## config.mk

```make
export PLATFORM = sky130hd
export DESIGN_NAME = ggfd_ctrl
export DESIGN_NICKNAME = d
export VERILOG_FILES = /design/src/design/ggfd_pkg.sv /design/src/design/ggfd_ctrl.sv
export SDC_FILE = /design/constraint.sdc
export NUM_CORES = 1
export LEC_CHECK = 0
export BUFFER_PORTS_ARGS = -buffer_cell sky130_fd_sc_hd__clkbuf_2
export CAP_MARGIN = 20
export CORE_AREA = 5 5 42 44
export CTS_BUF_LIST = sky130_fd_sc_hd__clkbuf_8
export DETAILED_ROUTE_END_ITERATION = 10
export DIE_AREA = 0 0 47 49
export PLACE_DENSITY_LB_ADDON = 0.1
export SLEW_MARGIN = 30
export SYNTH_ARGS = -nofsm -noshare
export SYNTH_HDL_FRONTEND = slang
export SYNTH_SLANG_ARGS = --single-unit
```

## constraint.sdc

```tcl
create_clock -name clk -period 4.5 [get_ports clk]
set_clock_uncertainty 0.2 [all_clocks]
set_input_delay 0.675 -clock clk [delete_from_list [all_inputs] [get_ports clk]]
set_output_delay 0.675 -clock clk [all_outputs]
set_load 0.05 [all_outputs]
```

## src/design/ggfd_pkg.sv

```systemverilog
// ggfd_pkg: shared types and constants for the grid gradient block
// used by ggfd_ctrl, ggfd_datapath and the top level
`timescale 1ns / 1ps

package ggfd_pkg;

  // field widths
  localparam int COORD_W = 5;
  localparam int DATA_W  = 32;
  localparam int GRAD_W  = 40;
  localparam int RES_W   = 6;
  localparam int CFG_IDX_W = 2;

  // input kind codes
  localparam logic KIND_LOAD  = 1'b0;
  localparam logic KIND_QUERY = 1'b1;

  // configuration register indexes
  localparam logic [CFG_IDX_W-1:0] REG_RESOLUTION = 2'd0;
  localparam logic [CFG_IDX_W-1:0] REG_INV_STEP_X = 2'd1;
  localparam logic [CFG_IDX_W-1:0] REG_INV_STEP_Y = 2'd2;
  localparam logic [CFG_IDX_W-1:0] REG_INV_STEP_Z = 2'd3;

  // configuration reset values
  localparam logic [RES_W-1:0]  RES_RESET = 6'd32;
  localparam logic [DATA_W-1:0] INV_RESET = 32'd65536;

  // axis codes
  localparam logic [1:0] AXIS_X = 2'd0;
  localparam logic [1:0] AXIS_Y = 2'd1;
  localparam logic [1:0] AXIS_Z = 2'd2;

  // neighbor side codes
  localparam logic SIDE_HI = 1'b0;
  localparam logic SIDE_LO = 1'b1;

  // sequencing: six neighbor reads, then the diff/multiply/round pipe drains
  localparam logic [2:0] READ_LAST  = 3'd5;
  localparam logic [2:0] DRAIN_LAST = 3'd2;

  // saturation limits
  localparam logic [48:0] POS_LIM = 49'h00_7F_FFFF_FFFF;
  localparam logic [48:0] NEG_LIM = 49'h00_80_0000_0000;

  // controller to datapath commands
  typedef struct packed {
    logic       capture;   // latch coordinates and the bad flag of the accepted item
    logic       load_wr;   // write the input value into the grid
    logic       rd_en;     // read one neighbor cell
    logic [1:0] rd_axis;
    logic       rd_side;
    logic       out_load;  // move the finished result into the output register
  } ctl_cmd_t;

  // datapath to controller status
  typedef struct packed {
    logic bad;    // input coordinates fall outside the resolution
    logic query;  // input item is a gradient query
  } dp_stat_t;

endpackage

```

## src/design/ggfd_ctrl.sv

```systemverilog
// ggfd_ctrl: sequencer for loads, neighbor reads and result hand-off
// depends on ggfd_pkg
`timescale 1ns / 1ps

module ggfd_ctrl import ggfd_pkg::*; (
  input  logic     clk,
  input  logic     rst,
  input  logic     in_valid,
  output logic     in_ready,
  output logic     out_valid,
  input  logic     out_ready,
  input  dp_stat_t stat,
  output ctl_cmd_t cmd
);

  typedef enum logic [3:0] {
    ST_IDLE  = 4'b0001,
    ST_READ  = 4'b0010,
    ST_DRAIN = 4'b0100,
    ST_DONE  = 4'b1000
  } state_t;

  state_t     state, state_next;
  logic [2:0] step, step_next;
  logic       out_valid_next;

  // next state and commands
  always_comb begin
    state_next = state;
    step_next  = step;
    cmd        = '0;
    in_ready   = 1'b0;
    case (state)
      ST_IDLE: begin
        in_ready = 1'b1;
        if (in_valid) begin
          cmd.capture = 1'b1;
          if (stat.bad) begin
            state_next = ST_DONE;
          end else if (stat.query) begin
            state_next = ST_READ;
            step_next  = '0;
          end else begin
            cmd.load_wr = 1'b1;
          end
        end
      end
      ST_READ: begin
        cmd.rd_en   = 1'b1;
        cmd.rd_axis = step[2:1];
        cmd.rd_side = step[0];
        if (step == READ_LAST) begin
          state_next = ST_DRAIN;
          step_next  = '0;
        end else begin
          step_next = step + 3'd1;
        end
      end
      ST_DRAIN: begin
        if (step == DRAIN_LAST) begin
          state_next = ST_DONE;
        end else begin
          step_next = step + 3'd1;
        end
      end
      ST_DONE: begin
        if (!out_valid || out_ready) begin
          cmd.out_load = 1'b1;
          state_next   = ST_IDLE;
        end
      end
      default: begin
        state_next = ST_IDLE;
      end
    endcase
  end

  // output register valid flag
  always_comb begin
    if (cmd.out_load) begin
      out_valid_next = 1'b1;
    end else if (out_ready) begin
      out_valid_next = 1'b0;
    end else begin
      out_valid_next = out_valid;
    end
  end

  // control registers
  always_ff @(posedge clk) begin
    if (rst) begin
      state     <= ST_IDLE;
      step      <= '0;
      out_valid <= 1'b0;
    end else begin
      state     <= state_next;
      step      <= step_next;
      out_valid <= out_valid_next;
    end
  end

endmodule

```

# Yosys cells after proc, flatten, opt, wreduce, memory -nomap -nowiden
# Index checks and enable logic that the tools add are counted.
dict set report totals {
  register_bits 8
}
dict set report classes {
  n_addsub 1
  eq_ne 14
  mux 23
  reduce_logical 6
}
# op count
set op_table {}
lappend op_table {{2-to-1 mux 4 bit} 7}
lappend op_table {{one-hot mux 4 bit (4 select lines)} 1}
lappend op_table {{2-to-1 mux 3 bit} 5}
lappend op_table {{!= test 2 bit (second input constant)} 7}
lappend op_table {{AND reduction 5 bit} 2}
lappend op_table {{one-hot mux 3 bit (3 select lines)} 1}
lappend op_table {{2-to-1 mux 1 bit} 7}
lappend op_table {{== test 4 x 1 -> 1 bit (second input constant)} 1}
lappend op_table {{== test 4 x 2 -> 1 bit (second input constant)} 1}
lappend op_table {{== test 4 x 3 -> 1 bit (second input constant)} 1}
lappend op_table {{== test 4 bit (second input constant)} 1}
lappend op_table {{2-to-1 mux 2 bit} 2}
lappend op_table {{adder 3 x 1 -> 3 bit (second input constant)} 1}
lappend op_table {{== test 3 x 2 -> 1 bit (second input constant)} 1}
lappend op_table {{== test 3 bit (second input constant)} 1}
lappend op_table {{!= test 3 bit (second input constant)} 1}
lappend op_table {{nonzero test 3 bit} 1}
lappend op_table {{nonzero test 2 bit} 1}
lappend op_table {{logical NOT 1 bit} 1}
lappend op_table {{logical OR 1 bit} 1}

# Longest topological paths before layout
dict set report logic_depth {
  ltp_word 5
  ltp_mapped 6
}

# Worst setup path after synthesis
# No wires, ideal clock.
dict set report synth_timing {
  path_type {reg-to-output}
  startpoint {register state[1]}
  endpoint {output cmd[5] (netlist name)}
  t_arrival_ns 1.850
  required_ns 3.625
  setup_slack_ns 1.775
  stages_incl_launch_ff 6
  path_cell_list {dfxtp_1 > nor2_1 > and3_1 > clkbuf_1 > nor2b_1 > and3b_1}
}
# item line_no
set synth_rtl {}
lappend synth_rtl {{start: declaration} ggfd_ctrl.sv:23} ;# state_t state, state_next;
lappend synth_rtl {{start signal: assignment} ggfd_ctrl.sv:96} ;# state <= state_next;
lappend synth_rtl {{end: declaration} ggfd_ctrl.sv:13} ;# output ctl_cmd_t cmd

==> metrics.md <==
| Metric | Value |
|---|---|
| Worst hold path type | reg2reg |
| I/O Buffers | 14 |
| Final nets | 93 |
| Ys Warns | 0 |
| Initial antenna violation count | 0 |
| Yosys top cell area share | 0.274 |
| Fmax | roughly 390 MHz |
| Via count | 523 |
| Clock edge transition at the registers on the reported setup and hold paths | 0.04 ns |
| Status | complete, no violations |
| GR Util All Layers | 0.131 |
| Final Max Slew Viols | 0 |
| Setup TNS | 0 ns |
| Routed len/inst | 13.8 µm |
| ANT nets after route | 0 |
| Die Ht | around 49 µm |
| Setup Fix Bufs, Post-CTS | 0 |
| Hold Fails Final Rpt | 0 |
| Post-synthesis cell area | between 500 and 600 µm² |
| Kind of critical path | reg2out |
| Ports | 15 |
| Final WL | 1.35 mm |
| WHS Path Cells | 2 |
| Global route overflow | 0 |
| Post-route DRC | 0 |
| Syn_nets | 77 |
| Critical Path AT | 1.67 ns |
| Syn-to-layout area delta | 18.6% |
| Synth area leaders | dfxtp_1, ha_1, and2_1 |
| Clk buf depth | 2 |
| Cells along the critical path | nor2_1 -> and3_1 -> nor2b_1 -> and3b_1 -> clkbuf_2 |
| Cells after Synth | 68 |
| Critical path depth | 5 |
| Rows | 14 |
| Slew @ Worst Pin | a little over 0.3 ns |
| Register bit total from synthesis | 8 |
| CP top delay family | simple AND/OR/NAND/NOR gates |
| Minimum clock period | 2.54 ns |
| Rel. slew slack | 0.793 |
| IR drop worst, VDD | 0.135 mV |
| Hold-fix buffers at CTS | 0 |
| CTS sink cnt | 8 |
| H-Tree Depth | 1 |
| Global placer's final weighted congestion | 0.747 |
| Num CTS Buffers | 3 |
| Layout cells sized above 1 | 0.268 |
| CP bufs+invs | 1 |
| Pwr per Cell Area | 398 mW/mm² |
| Root Driver | clkbuf_8 |
| CTS tree | done |
| Post-CTS resize count | 0 |
| DIE WIDTH | 47 µm |
| DR pass1 iterations | 2 |
| Seq/Total Area, Yosys | 0.274 |
| Crit-path slowest cell | dfxtp_1 |
| Ant diodes | 0 |
| RSZ-0062 raised after global routing | false |
| Layout Cells excl Fill | 98 |
| CP required | 3.62 ns |
| First-pass GRT wire length | 2.19 mm |
| Final setup fails | 0 |
| Final period utilization | 0.565 |
| R2R depth | 6 |
| Largest net degree at the start of global routing | 9 |
| Area leader, netlist | dfxtp_1 |
| Yosys cell types | 36 |
| Worst skew pair latency | roughly 0.23 ns |
| Total of max-cap violations | 0 |
| HPWL after detailed placement | around 1.1 mm |
| Initial Util | 0.417 |
| Core box area | 0.00140 mm² |
| Placed cells | 95 |
| Vias in the first global route | 548 |
| DIE AREA | 0.00230 mm² |
| Via density | 5.34 |
| Synthesized area per cell | 8.59 µm² |
| CP endpoint kind | primary output |
| Crit start category | register |
| Slowest Stage Delay on Critical Path | roughly 0.34 ns |
| Initial DRC Count | 6 |
| CP max FO | 6 |
| Leakage power | 0.287 nW |
[synthesized netlist by cell type, drive strengths merged]
master,count
o32a,1
a31oi,2
o211a,2
o31ai,1
ha,3
and3,1
nor2b,4
nand4,2
or2,2
a211oi,2
mux2i,1
a21oi,3
nand3b,1
a22o,1
nand4bb,1
o21ai,4
buf,2
a2bb2oi,1
nand2b,3
dfxtp,8
nor3,3
nor4bb,1
o211ai,1
inv,4
nand3,1
o21a,1
clkbuf,1
and3b,2
nor2,5
and2,4
[area by class of cell]
type,instances,area (µm²)
clock buffers,3,41.3
fillers,149,708
inverters,4,15.0
multi-input cells,53,387
flip-flops and latches,8,160
well taps,16,20.0
repair buffers,14,70.1
[logic make-up (layout without fill, tap and decap cells)]
| logic type | Yosys count | in the layout | synth area share |
|---|---|---|---|
| simple gates | 30 | 30 | 0.338 |
| compound gates | 19 | 19 | 0.242 |
| flops | 8 | 8 | 0.274 |
| buf+inv | 7 | 21 | 0.0642 |
| fa+ha+maj | 3 | 3 | 0.0642 |
| mux | 1 | 1 | 0.0171 |
[per-stage QoR]
| step | util | area, µm² | hold WS [ns] | power, mW | setup slack [ns] |
|---|---|---|---|---|---|
| after floorplan | - | 584 | 0.288 | 0.174 | 1.78 |
| after global placement | 0.465 | 652 | 0.296 | 0.189 | 2.25 |
| after detailed placement | 0.465 | 652 | 0.300 | 0.191 | 2.21 |
| after CTS | 0.495 | 693 | 0.305 | 0.278 | 1.95 |
| after global routing | 0.495 | 693 | 0.334 | 0.291 | 1.82 |
| final | 0.495 | 693 | 0.302 | 0.276 | 1.96 |
[worst paths after layout]
path                   from         to  slack [ns]
setup / recovery   state[1]     cmd[5]        1.96
hold / removal    out_valid  out_valid        0.30
setup reg to reg    step[0]    step[1]        2.76
hold reg to reg   out_valid  out_valid        0.30
[state kept, by name, summed over array words and instances, names as in the netlist]
signal     count
state          4
step           3
out_valid      1
[worst min-delay path: stages (launching register included)]
cell and delay (ns):
dfxtp_1 0.31, nand2b_1 0.08, a21oi_1 0.06
[placed cells by master (no fill, tap or decap), types with 2 or more instances in the layout]
cell and n:
nor2_1 4, nor2b_1 4, or2_1 2, o21ai_1 2, nand2b_2 2, dfxtp_1 8, a21oi_1 3, inv_1 4
ha_1 3, and2_1 4, and3b_1 2, a31oi_1 2, nor3_1 3, clkbuf_2 14, clkbuf_8 3, nand4_1 2
o211a_1 2
[layer usage]
layer,GRT usage,up-vias,part of all wire
met1,0.150,239,0.45
met3,0.0664,0,0.041
met2,0.210,8,0.51
met4,0.0276,0,0
met5,0,-,0
li1,-,276,-
[power breakdown]
part | leakage [nW] | switching (mW) | internal, mW | total, mW
Combinational | 0.201 | 0.0710 | 0.0319 | 0.103
Clock | 0.0216 | 0.0281 | 0.0579 | 0.0861
Sequential | 0.0651 | 0.00855 | 0.0782 | 0.0868
Total | 0.287 | 0.108 | 0.168 | 0.276
No activity file was read; power rests on OpenSTA's default activity.
